==> config.mk <==
export PLATFORM = sky130hd
export DESIGN_NAME = framed_packet_receiver_fletcher8
export DESIGN_NICKNAME = d
export VERILOG_FILES = /design/src/design/fpr_pkg.sv /design/src/design/fpr_parser.sv /design/src/design/fpr_out_buf.sv /design/src/design/framed_packet_receiver_fletcher8.sv
export SDC_FILE = /design/constraint.sdc
export NUM_CORES = 1
export LEC_CHECK = 0
export BUFFER_PORTS_ARGS = -buffer_cell sky130_fd_sc_hd__clkbuf_2
export CAP_MARGIN = 10
export CORE_MARGIN = 3
export CORE_UTILIZATION = 50
export CTS_CLUSTER_SIZE = 14
export DETAILED_ROUTE_END_ITERATION = 8
export PLACE_DENSITY = 0.69
export SETUP_SLACK_MARGIN = 0.5
export SLEW_MARGIN = 20
export SYNTH_ARGS = -nofsm -noshare
export SYNTH_HDL_FRONTEND = slang
export SYNTH_HIERARCHICAL = 1
export SYNTH_SLANG_ARGS = --single-unit
==> constraint.sdc <==
create_clock -name i_clk -period 6.6 [get_ports i_clk]
set_clock_uncertainty 0.05 [all_clocks]
set_input_delay 1.32 -clock i_clk [delete_from_list [all_inputs] [get_ports i_clk]]
set_output_delay 1.32 -clock i_clk [all_outputs]
set_load 0.05 [all_outputs]
==> src/design/fpr_pkg.sv <==
// ----------------------------------------------------------------------------
// fpr_pkg - shared types and constants of the framed packet receiver
// Parser phases, the result item record and the configuration register
// indexes used by the parser, the output buffer and the top level.
// ----------------------------------------------------------------------------
package fpr_pkg;

    // configuration port
    localparam int unsigned CFG_IDX_W = 2;
    localparam logic [CFG_IDX_W-1:0] CFG_SYNC_FIRST  = 2'd0;
    localparam logic [CFG_IDX_W-1:0] CFG_SYNC_SECOND = 2'd1;

    // reset values of the sync registers
    localparam logic [7:0] SYNC_FIRST_RST  = 8'd181;
    localparam logic [7:0] SYNC_SECOND_RST = 8'd98;

    // field widths
    localparam int unsigned BYTE_INDEX_W = 10;
    localparam int unsigned LENGTH_W     = 16;
    localparam int unsigned OUT_TDATA_W  = 56;

    // kind of a result item
    typedef enum logic {
        KIND_PAYLOAD   = 1'b0,
        KIND_FRAME_END = 1'b1
    } t_kind;

    // position within a frame
    typedef enum logic [3:0] {
        PH_HUNT,
        PH_SYNC2,
        PH_CLASS,
        PH_ID,
        PH_LEN_LO,
        PH_LEN_HI,
        PH_PAYLOAD,
        PH_CHK_A,
        PH_CHK_B
    } t_phase;

    // one result item
    typedef struct packed {
        t_kind                    kind;
        logic [BYTE_INDEX_W-1:0]  byte_index;
        logic [7:0]               data_byte;
        logic [7:0]               msg_class;
        logic [7:0]               msg_id;
        logic [LENGTH_W-1:0]      payload_length;
        logic                     checksum_ok;
        logic                     truncated;
    } t_result;

endpackage

==> src/design/fpr_parser.sv <==
// ----------------------------------------------------------------------------
// fpr_parser - frame parser and Fletcher checksum
// Walks through sync, header, payload and checksum bytes one item per cycle
// when accepted, keeps running sums and forms at most one result per byte.
// ----------------------------------------------------------------------------
module fpr_parser #(
    parameter int unsigned PAYLOAD_STORE_BYTES = 1024
) (
    input  logic                          i_clk,
    input  logic                          i_rst_n,
    input  logic                          i_cfg_valid,
    input  logic [fpr_pkg::CFG_IDX_W-1:0] i_cfg_index,
    input  logic [7:0]                    i_cfg_data,
    input  logic                          i_accept,
    input  logic [7:0]                    i_byte,
    output logic                          o_res_valid,
    output fpr_pkg::t_result              o_res
);
    import fpr_pkg::*;

    localparam logic [LENGTH_W-1:0] STORE_LIMIT = LENGTH_W'(PAYLOAD_STORE_BYTES);

    logic [7:0]          r_sync_first, r_sync_second;
    t_phase              r_phase, n_phase;
    logic [LENGTH_W-1:0] r_length, n_length;
    logic [LENGTH_W-1:0] r_payload_pos, n_payload_pos;
    logic [7:0]          r_sum_a, n_sum_a;
    logic [7:0]          r_sum_b, n_sum_b;
    logic [7:0]          r_class, n_class;
    logic [7:0]          r_id, n_id;
    logic [7:0]          r_check_a, n_check_a;

    logic [7:0]          w_add_a, w_add_b;
    logic [LENGTH_W-1:0] w_len_full, w_pos_inc;
    logic                w_in_store, w_truncated;

    // running sums and header helpers
    assign w_add_a     = r_sum_a + i_byte;
    assign w_add_b     = r_sum_b + w_add_a;
    assign w_len_full  = {i_byte, r_length[7:0]};
    assign w_pos_inc   = r_payload_pos + 1'b1;
    assign w_in_store  = (r_payload_pos < STORE_LIMIT);
    assign w_truncated = (r_length > STORE_LIMIT);

    // configuration registers
    always_ff @(posedge i_clk) begin
        if (!i_rst_n) begin
            r_sync_first  <= SYNC_FIRST_RST;
            r_sync_second <= SYNC_SECOND_RST;
        end else if (i_cfg_valid) begin
            case (i_cfg_index)
                CFG_SYNC_FIRST:  r_sync_first  <= i_cfg_data;
                CFG_SYNC_SECOND: r_sync_second <= i_cfg_data;
                default: ;
            endcase
        end
    end

    // next phase
    always_comb begin
        n_phase = r_phase;
        if (i_accept) begin
            case (r_phase)
                PH_HUNT:    if (i_byte == r_sync_first) n_phase = PH_SYNC2;
                PH_SYNC2:   n_phase = (i_byte == r_sync_second) ? PH_CLASS : PH_HUNT;
                PH_CLASS:   n_phase = PH_ID;
                PH_ID:      n_phase = PH_LEN_LO;
                PH_LEN_LO:  n_phase = PH_LEN_HI;
                PH_LEN_HI:  n_phase = (w_len_full == '0) ? PH_CHK_A : PH_PAYLOAD;
                PH_PAYLOAD: if (w_pos_inc == r_length) n_phase = PH_CHK_A;
                PH_CHK_A:   n_phase = PH_CHK_B;
                PH_CHK_B:   n_phase = PH_HUNT;
                default:    n_phase = PH_HUNT;
            endcase
        end
    end

    // datapath updates and result forming
    always_comb begin
        n_length      = r_length;
        n_payload_pos = r_payload_pos;
        n_sum_a       = r_sum_a;
        n_sum_b       = r_sum_b;
        n_class       = r_class;
        n_id          = r_id;
        n_check_a     = r_check_a;
        o_res_valid   = 1'b0;
        o_res.kind           = KIND_PAYLOAD;
        o_res.byte_index     = r_payload_pos[BYTE_INDEX_W-1:0];
        o_res.data_byte      = i_byte;
        o_res.msg_class      = r_class;
        o_res.msg_id         = r_id;
        o_res.payload_length = r_length;
        o_res.checksum_ok    = 1'b0;
        o_res.truncated      = w_truncated;
        if (i_accept) begin
            case (r_phase)
                PH_SYNC2: begin
                    n_sum_a = '0;
                    n_sum_b = '0;
                end
                PH_CLASS: begin
                    n_class = i_byte;
                    n_sum_a = w_add_a;
                    n_sum_b = w_add_b;
                end
                PH_ID: begin
                    n_id    = i_byte;
                    n_sum_a = w_add_a;
                    n_sum_b = w_add_b;
                end
                PH_LEN_LO: begin
                    n_length = {8'd0, i_byte};
                    n_sum_a  = w_add_a;
                    n_sum_b  = w_add_b;
                end
                PH_LEN_HI: begin
                    n_length      = w_len_full;
                    n_payload_pos = '0;
                    n_sum_a       = w_add_a;
                    n_sum_b       = w_add_b;
                end
                PH_PAYLOAD: begin
                    o_res_valid   = w_in_store;
                    n_payload_pos = w_pos_inc;
                    n_sum_a       = w_add_a;
                    n_sum_b       = w_add_b;
                end
                PH_CHK_A: n_check_a = i_byte;
                PH_CHK_B: begin
                    o_res_valid       = 1'b1;
                    o_res.kind        = KIND_FRAME_END;
                    o_res.byte_index  = '0;
                    o_res.data_byte   = '0;
                    o_res.checksum_ok = (r_check_a == r_sum_a) && (i_byte == r_sum_b);
                end
                default: ;
            endcase
        end
    end

    // phase register
    always_ff @(posedge i_clk) begin
        if (!i_rst_n) begin
            r_phase <= PH_HUNT;
        end else begin
            r_phase <= n_phase;
        end
    end

    // frame state registers
    always_ff @(posedge i_clk) begin
        if (!i_rst_n) begin
            r_length      <= '0;
            r_payload_pos <= '0;
            r_sum_a       <= '0;
            r_sum_b       <= '0;
            r_class       <= '0;
            r_id          <= '0;
            r_check_a     <= '0;
        end else begin
            r_length      <= n_length;
            r_payload_pos <= n_payload_pos;
            r_sum_a       <= n_sum_a;
            r_sum_b       <= n_sum_b;
            r_class       <= n_class;
            r_id          <= n_id;
            r_check_a     <= n_check_a;
        end
    end

    // a frame end always returns the parser to hunting
    a_end_to_hunt: assert property (@(posedge i_clk) disable iff (!i_rst_n)
        (o_res_valid && o_res.kind == KIND_FRAME_END) |=> (r_phase == PH_HUNT))
        else $error("parser did not return to hunting after frame end");

    // payload results stay inside the declared length
    a_payload_in_len: assert property (@(posedge i_clk) disable iff (!i_rst_n)
        (o_res_valid && o_res.kind == KIND_PAYLOAD) |-> (r_payload_pos < r_length))
        else $error("payload result beyond declared length");

    // the payload phase is never entered with a zero length
    a_payload_len_nonzero: assert property (@(posedge i_clk) disable iff (!i_rst_n)
        (r_phase == PH_PAYLOAD) |-> (r_length != '0))
        else $error("payload phase with zero length");

endmodule

==> src/design/fpr_out_buf.sv <==
// ----------------------------------------------------------------------------
// fpr_out_buf - two-entry result buffer
// Output register plus a skid entry, so the parser keeps taking bytes
// until a second result waits behind a stalled output register.
// ----------------------------------------------------------------------------
module fpr_out_buf (
    input  logic             i_clk,
    input  logic             i_rst_n,
    input  logic             i_valid,
    input  fpr_pkg::t_result i_res,
    output logic             o_ready,
    output logic             o_valid,
    input  logic             i_ready,
    output fpr_pkg::t_result o_res
);
    import fpr_pkg::*;

    logic    r_out_valid, n_out_valid;
    logic    r_skid_valid, n_skid_valid;
    t_result r_out, n_out;
    t_result r_skid, n_skid;
    logic    w_take;

    assign w_take  = r_out_valid && i_ready;
    assign o_ready = !r_skid_valid;
    assign o_valid = r_out_valid;
    assign o_res   = r_out;

    // buffer steering
    always_comb begin
        n_out_valid  = r_out_valid;
        n_skid_valid = r_skid_valid;
        n_out        = r_out;
        n_skid       = r_skid;
        if (r_skid_valid) begin
            if (w_take) begin
                n_out        = r_skid;
                n_skid_valid = 1'b0;
            end
        end else if (i_valid) begin
            if (!r_out_valid || w_take) begin
                n_out       = i_res;
                n_out_valid = 1'b1;
            end else begin
                n_skid       = i_res;
                n_skid_valid = 1'b1;
            end
        end else if (w_take) begin
            n_out_valid = 1'b0;
        end
    end

    // control flags
    always_ff @(posedge i_clk) begin
        if (!i_rst_n) begin
            r_out_valid  <= 1'b0;
            r_skid_valid <= 1'b0;
        end else begin
            r_out_valid  <= n_out_valid;
            r_skid_valid <= n_skid_valid;
        end
    end

    // payload
    always_ff @(posedge i_clk) begin
        r_out  <= n_out;
        r_skid <= n_skid;
    end

    // the skid entry is only used behind a full output register
    a_skid_behind_out: assert property (@(posedge i_clk) disable iff (!i_rst_n)
        r_skid_valid |-> r_out_valid)
        else $error("skid entry held with empty output register");

    // a full skid entry holds while the output is stalled
    a_no_write_when_full: assert property (@(posedge i_clk) disable iff (!i_rst_n)
        (r_skid_valid && !i_ready) |=> r_skid_valid && $stable(r_skid))
        else $error("skid entry changed while stalled");

endmodule

==> src/design/framed_packet_receiver_fletcher8.sv <==
// ----------------------------------------------------------------------------
// framed_packet_receiver_fletcher8 - framed packet receiver, Fletcher-8 check
// Parses sync, class, id, length, payload and checksum bytes from a byte
// stream and reports payload bytes and a per-frame status.
// ----------------------------------------------------------------------------
// Usage
//   Bytes enter on the s_axis channel, one item per byte. Result items leave
//   on m_axis: tuser 0 is a payload byte with its index, tuser 1 is the
//   frame-end status (class, id, length, checksum match, truncation).
//   Payload bytes at or beyond PAYLOAD_STORE_BYTES enter the checksum but
//   give no result item.
//   Sync byte values are written on the cfg channel (index 0 first sync,
//   index 1 second sync) while no frame is in flight; cfg is always ready.
//   A taken byte's result is registered in the output register, or in the
//   skid entry while the output is stalled. Throughput: one byte per cycle
//   while o_s_axis_tready is high; the parser step is a compare, a counter
//   increment and two 8-bit adds between frame state and result register.
//   Reset: sync values return to 0xB5 / 0x62 and the parser hunts for a
//   first sync byte; the output buffer is emptied.
//   Stall: the output holds a result register and one skid entry;
//   o_s_axis_tready drops once both are full and rises when m_axis drains.
// ----------------------------------------------------------------------------
module framed_packet_receiver_fletcher8 #(
    parameter int unsigned PAYLOAD_STORE_BYTES = 1024
) (
    input  logic                            i_clk,
    input  logic                            i_rst_n,
    // configuration write channel
    input  logic                            i_cfg_valid,
    output logic                            o_cfg_ready,
    input  logic [fpr_pkg::CFG_IDX_W-1:0]   i_cfg_index,
    input  logic [7:0]                      i_cfg_data,
    // byte input
    input  logic                            i_s_axis_tvalid,
    output logic                            o_s_axis_tready,
    input  logic [7:0]                      i_s_axis_tdata,   // [7:0] in_byte
    // result output
    output logic                            o_m_axis_tvalid,
    input  logic                            i_m_axis_tready,
    // [9:0] byte_index, [17:10] data_byte, [25:18] msg_class, [33:26] msg_id,
    // [49:34] payload_length, [50] checksum_ok, [51] truncated, [55:52] zero
    output logic [fpr_pkg::OUT_TDATA_W-1:0] o_m_axis_tdata,
    output logic [0:0]                      o_m_axis_tuser    // [0] result_kind
);
    import fpr_pkg::*;

    logic    w_accept;
    logic    w_res_valid;
    t_result w_res;
    t_result w_out;

    assign o_cfg_ready = 1'b1;
    assign w_accept    = i_s_axis_tvalid && o_s_axis_tready;

    // frame parser
    fpr_parser #(
        .PAYLOAD_STORE_BYTES (PAYLOAD_STORE_BYTES)
    ) u_parser (
        .i_clk       (i_clk),
        .i_rst_n     (i_rst_n),
        .i_cfg_valid (i_cfg_valid),
        .i_cfg_index (i_cfg_index),
        .i_cfg_data  (i_cfg_data),
        .i_accept    (w_accept),
        .i_byte      (i_s_axis_tdata),
        .o_res_valid (w_res_valid),
        .o_res       (w_res)
    );

    // result buffer
    fpr_out_buf u_out_buf (
        .i_clk   (i_clk),
        .i_rst_n (i_rst_n),
        .i_valid (w_res_valid),
        .i_res   (w_res),
        .o_ready (o_s_axis_tready),
        .o_valid (o_m_axis_tvalid),
        .i_ready (i_m_axis_tready),
        .o_res   (w_out)
    );

    // pack result fields
    assign o_m_axis_tuser = 1'(w_out.kind);
    assign o_m_axis_tdata = {4'd0, w_out.truncated, w_out.checksum_ok,
                             w_out.payload_length, w_out.msg_id, w_out.msg_class,
                             w_out.data_byte, w_out.byte_index};

endmodule

### Word level (Yosys, flattened, before mapping)

Index checks and enable logic that the tools add are counted.

| operators by class | value |
|---|---|
| add/subtract/negate cells | 3 |
| magnitude comparators | 2 |
| equal/unequal tests | 18 |
| multiplexer cells | 26 |
| bitwise gates (word level) | 3 |
| reductions and logical operators | 29 |

Operators with widths:

| kind | count |
|---|---|
| 53-bit two-way mux | 4 |
| 16-bit case mux with 2 select lines | 2 |
| 19-bit two-way mux | 2 |
| 8-bit equality test | 4 |
| 4-bit case mux with 8 select lines | 1 |
| 8-bit case mux with 2 select lines | 2 |
| 16-bit by 1-bit adder with 16-bit output (second input constant) | 1 |
| 8-bit adder | 2 |
| 16-bit equality test | 1 |
| 4-bit by 3-bit equality test with 1-bit output (second input constant) | 4 |
| 16-bit by 11-bit greater-than comparator with 1-bit output (second input constant) | 1 |
| 16-bit zero test | 1 |
| 16-bit by 11-bit < comparator with 1-bit output (second input constant) | 1 |
| 2-bit AND reduction | 8 |
| 3-bit AND reduction | 5 |
| 2-bit nonzero test | 6 |
| 1-bit two-way mux | 11 |
| 4-bit by 2-bit equality test with 1-bit output (second input constant) | 2 |
| 4-bit two-way mux | 2 |
| 5-bit OR reduction | 1 |
| 4-bit by 1-bit equality test with 1-bit output (second input constant) | 1 |
| 4-bit equality test (second input constant) | 1 |
| 4-bit zero test | 1 |
| 2-bit by 1-bit != test with 1-bit output (second input constant) | 2 |
| other kinds (9) | 15 |

| word-level totals | value |
|---|---|
| register bits after elaboration | 200 |
| input bits | 23 |
| output and inout bits | 60 |
| logic and storage cells | 110 |

### Logic depth before layout (Yosys ltp)

| depth | value |
|---|---|
| word-level depth | 7 |
| depth in mapped cells | 14 |
| mapped depth without buffers | 14 |

### By module

Netlist, hierarchy kept.

Modules (own cells, without submodules):

| module | times used | cells each | area an instance (um^2) | sequential area each (um^2) |
|---|---|---|---|---|
| fpr_parser | 1 | 625 | 5342.6 | 1841.8 |
| fpr_out_buf | 1 | 179 | 3935.0 | 3223.1 |
| framed_packet_receiver_fletcher8 | 1 | 8 | 51.3 | 0.0 |

### Worst setup path after synthesis

OpenSTA, ideal clock, no wires.

| timing path | value |
|---|---|
| kind | input -> register |
| start point | input i_s_axis_tvalid |
| end point | register u_out_buf.r_out (netlist bit u_out_buf/o_res[0]), enable pin |
| library setup time | 481 ps |
| arrival time | 5144 ps |
| required time | 6069 ps |
| path slack | 925 ps |
| cell stages on the path | 8 |
| path buffers | 2 |
| cells stage by stage | and2_1 clkbuf_1 nand2_1 nor2_1 clkbuf_1 a31o_2 mux2i_1 a21oi_1 |

| on the way | value |
|---|---|
| word-level cells in the longest chain between the ends | 4 |

Ends and longest elaborated chain:

| item | line | RTL |
|---|---|---|
| from (decl) | framed_packet_receiver_fletcher8.sv:34 | `input logic i_s_axis_tvalid,` |
| 1-bit logical AND | framed_packet_receiver_fletcher8.sv:53 | `assign w_accept = i_s_axis_tvalid && o_s_axis_tready;` |
| 1-bit two-way mux | fpr_parser.sv:96 | `if (i_accept) begin` |
| via w_res_valid | framed_packet_receiver_fletcher8.sv:48 | `logic w_res_valid;` |
| 2-bit nonzero test (no source line) | -- |  |
| 3-bit AND reduction (no source line) | -- |  |
| to (signal assigned) | fpr_out_buf.sv:66 | `r_out <= n_out;` |
| to (decl) | fpr_out_buf.sv:20 | `t_result r_out, n_out;` |

The timed path passes the listed nets, and every way through them passes these cells.
A chain may end at the register's enable or synchronous reset.

### Worst setup path in the final report

| timing path | value |
|---|---|
| start point | input i_s_axis_tdata[0] |
| end point | register u_parser.r_sum_b[7] |

| on the way | value |
|---|---|
| word-level cells in the longest chain between the ends | 3 |

Ends and longest elaborated chain:

| item | line | RTL |
|---|---|---|
| from (decl) | framed_packet_receiver_fletcher8.sv:36 | `input logic [7:0] i_s_axis_tdata,` |
| 8-bit adder | fpr_parser.sv:38 | `assign w_add_a = r_sum_a + i_byte;` |
| 8-bit adder | fpr_parser.sv:39 | `assign w_add_b = r_sum_b + w_add_a;` |
| 8-bit case mux with 2 select lines | fpr_parser.sv:97 | `case (r_phase)` |
| to (signal assigned) | fpr_parser.sv:165 | `r_sum_b <= n_sum_b;` |
| to (decl) | fpr_parser.sv:28 | `logic [7:0] r_sum_b, n_sum_b;` |

No other way between the ends.

==> impl_metrics.toml <==
[cts]
cts_tree = "yes"
cts_resized = 0
cts_root_buf = "clkbuf_16"
clock_path_buffers = 2
post-cts-setup-buffers = 0
holdBufCountCts = 0
clkLatencyLatePin_ps = 440
cts_buffers = 17
cts.sinks = 200
clk_pin_slew_ps = 70
htree_levels = 4

[pwr]
vdd_drop_max_mv = 0.191
power_switching_share_pct = 22.8
pwr-share-clk_pct = 43.0
power_frac_seq_pct = 53.6
total_power_w = 0.00243
p_int_w = 0.00188
leakagePower_nw = 4.03
power_density_nw_per_um2 = 232
p_comb_share_pct = 3.4
p_sw_w = 0.000554

[detailed_routing]
final_antenna_net_count = 0
wire_per_inst_um = 17.3
drcViolationCount = 0
num_vias = 6134
totalWireLength_um = 19100
first_iter_violations = 399
viasPerCell = 5.54
firstDrtPassIters = 5

[place]
postPlaceCellArea_sq_um = 9830
port_buffers = 77
hpwl_um = 12800
place.gp.congestion = 0.844

[floorplan]
start_util_pct = 51.4
die-area_sq_um = 20300
die_x_um = 143
dieHeight_um = 143
rows = 49
ios = 83
core_area_sq_um = 18100

[setup_path]
worstSetupStartpoint = "i_s_axis_tdata[0]"
cp.arrival_ps = 4350
crit_type = "input pin to register"
r2r-start = "u_parser/r_sum_a[0]"
startpoint_type = "input pin"
worst_setup_path_end_kind = "register"
cp.required_ps = 6930
critPathMaxFanout = 11

[logic_synthesis]
yosys_warnings = 6
synth_area_leaders = "edfxtp_1 34%, dfxtp_1 20%, mux2_2 6.5%, nor2b_1 5.4%, xnor2_1 4.4%"
ys_ff_latch = 200
async_flop_share_pct = 0
ys.flop_type = "edfxtp_1"
postSynthAreaPerCell_sq_um = 11.5
ys_top_cells_by_count = "106 x edfxtp_1, 94 x dfxtp_1, 81 x nor2b_1, 62 x nand2_1, 54 x mux2_2"
yosysUniqueCellTypes = 59
yosysMostFrequentCell = "edfxtp_1"
yosys.area.top_type_share_pct = 34.1
netlist_area_sq_um = 9330
yosysSeqAreaShare_pct = 54.3
synthCells = 812
synth_edf_count = 106
synth_top_area_cell = "edfxtp_1"

[timing]
hold_viol = 0
min_period_ps = 4030
relSlewSlack_pct = 39.5
timing.hold.ws_ps = 411
finalSetupViolCount = 0
fmax_mhz = 248
tns_ps = 0
finalCritPeriodShare_pct = 61.0
worst_slew_pin_slew_ps = 908
rsz0062_at_grt = "false"
maxSlewViolCount = 0

[global_routing]
grt_usage_pct = 19.4
antenna_found_initial = 0
grt_pass1_vias = 5860
grt_max_degree = 102
grt_overflow = 0
grt_pass1_wl_um = 31100

[layout]
antenna_cells = 0
stdcell_area_sq_um = 10500
drive_above_1_share_pct = 20.6
nets = 906
area_growth_pct = 12.1

[worst_hold_path]
min_path_type = "register to register"
worstHoldStart = "u_parser/r_id[2]"

[run_status]
status = "finished clean"

[job]
cap_violations = 0
-- through the flow --
stage / setup WS [ps] / util (%) / std cells
finish: 2570 / 57.6 / 1108
global route: 2330 / 57.6 / 1108
CTS: 2550 / 57.5 / 1107
detailed placement: 2100 / 54.2 / 1075
global placement: 2200 / 54.1 / 1075
floorplan: 925 / - / 815
-- path summary, 6_finish.rpt --
path / end / slack (ps) / cells after the start
setup reg to reg: u_parser/r_sum_b[7] / 3400 / 12
hold reg to reg: u_out_buf/r_skid[20] / 410 / 0
setup / recovery: u_parser/r_sum_b[7] / 2570 / 13
hold / removal: u_out_buf/r_skid[20] / 410 / 0
-- per-layer routing --
| layer | share of wire (%) | vias up | track usage [%] |
|---|---|---|---|
| met5 | 0 | - | 0 |
| met4 | 1.4 | 0 | 5.90 |
| met3 | 4.4 | 21 | 3.66 |
| met2 | 45 | 144 | 29.8 |
| met1 | 49 | 2943 | 27.9 |
| li1 | - | 3026 | - |
-- area by class of cell --
cell class	instances	area, sq um
fill	1542	7690
sequential	200	5070
multi-input combinational	553	4000
timing repair buffer	85	465
clock buffer	17	425
tap	229	287
clock inverter	15	178
inverter	9	33.8
-- critical path, cell delays in order --
cell and delay (ps):
clkbuf_2 200, ha_1 280, fa_1 400, a21o_1 170, a21oi_1 220, o21bai_1 100, a21oi_1 180, xnor2_1 110
ha_1 220, o41ai_1 620, nand4b_1 150, mux2_2 300, nand4_1 80
-- cell families after synthesis --
logic type | Yosys count | share of synthesized area [%]
AO/OA/AOI/OAI | 119 | 8.64
XOR/XNOR | 65 | 6.10
adder cells (fa/ha/maj) | 17 | 2.44
buffers and inverters | 62 | 3.07
flip-flops | 200 | 54.3
multiplexers | 90 | 10.4
other | 2 | 0.0805
AND/OR/NAND/NOR | 257 | 15.0
-- sequential cells by signal, summed over array words and instances, names as in the netlist, 4 cells and up --
name	flops
u_out_buf/o_res	53
u_out_buf/r_skid	53
u_parser/r_check_a	8
u_parser/r_class	8
u_parser/r_id	8
u_parser/r_length	16
u_parser/r_payload_pos	16
u_parser/r_phase	4
u_parser/r_sum_a	8
u_parser/r_sum_b	8
u_parser/r_sync_first	8
u_parser/r_sync_second	8
-- layout by cell type (no fill, tap or decap), types with 5 or more instances in the layout --
| master | Yosys | layout |
|---|---|---|
| a22oi_1 | 24 | 24 |
| xor2_1 | 18 | 18 |
| a21boi_0 | 15 | 15 |
| o211a_1 | 5 | 5 |
| mux2i_1 | 36 | 36 |
| clkbuf_16 | 0 | 17 |
| ha_1 | 15 | 15 |
| nand3_1 | 23 | 23 |
| conb_1 | 2 | 5 |
| nor2b_1 | 81 | 81 |
| and3_1 | 5 | 5 |
| a21oi_1 | 22 | 21 |
| nand2_1 | 62 | 62 |
| buf_4 | 8 | 7 |
| nand4_1 | 10 | 10 |
| nor3_1 | 11 | 11 |
| dfxtp_1 | 94 | 93 |
| mux2_2 | 54 | 54 |
| edfxtp_1 | 106 | 106 |
| clkbuf_2 | 0 | 77 |
| o21ai_0 | 24 | 24 |
| nor4_1 | 12 | 12 |
| inv_1 | 9 | 9 |
| nor2_1 | 25 | 25 |
| a211oi_1 | 5 | 5 |
| xnor2_1 | 47 | 47 |
-- power groups by stage --
stage / sequential, W / clock [W] / combinational [W]
after global routing: 0.00130 / 0.00112 / 0.0000901
after CTS: 0.00130 / 0.00107 / 0.0000827
after floorplan: 0.00133 / 0 / 0.0000613
after detailed placement: 0.00133 / 0 / 0.0000825
final: 0.00130 / 0.00105 / 0.0000821
after global placement: 0.00133 / 0 / 0.0000815
No activity file was read; power rests on OpenSTA's default activity.
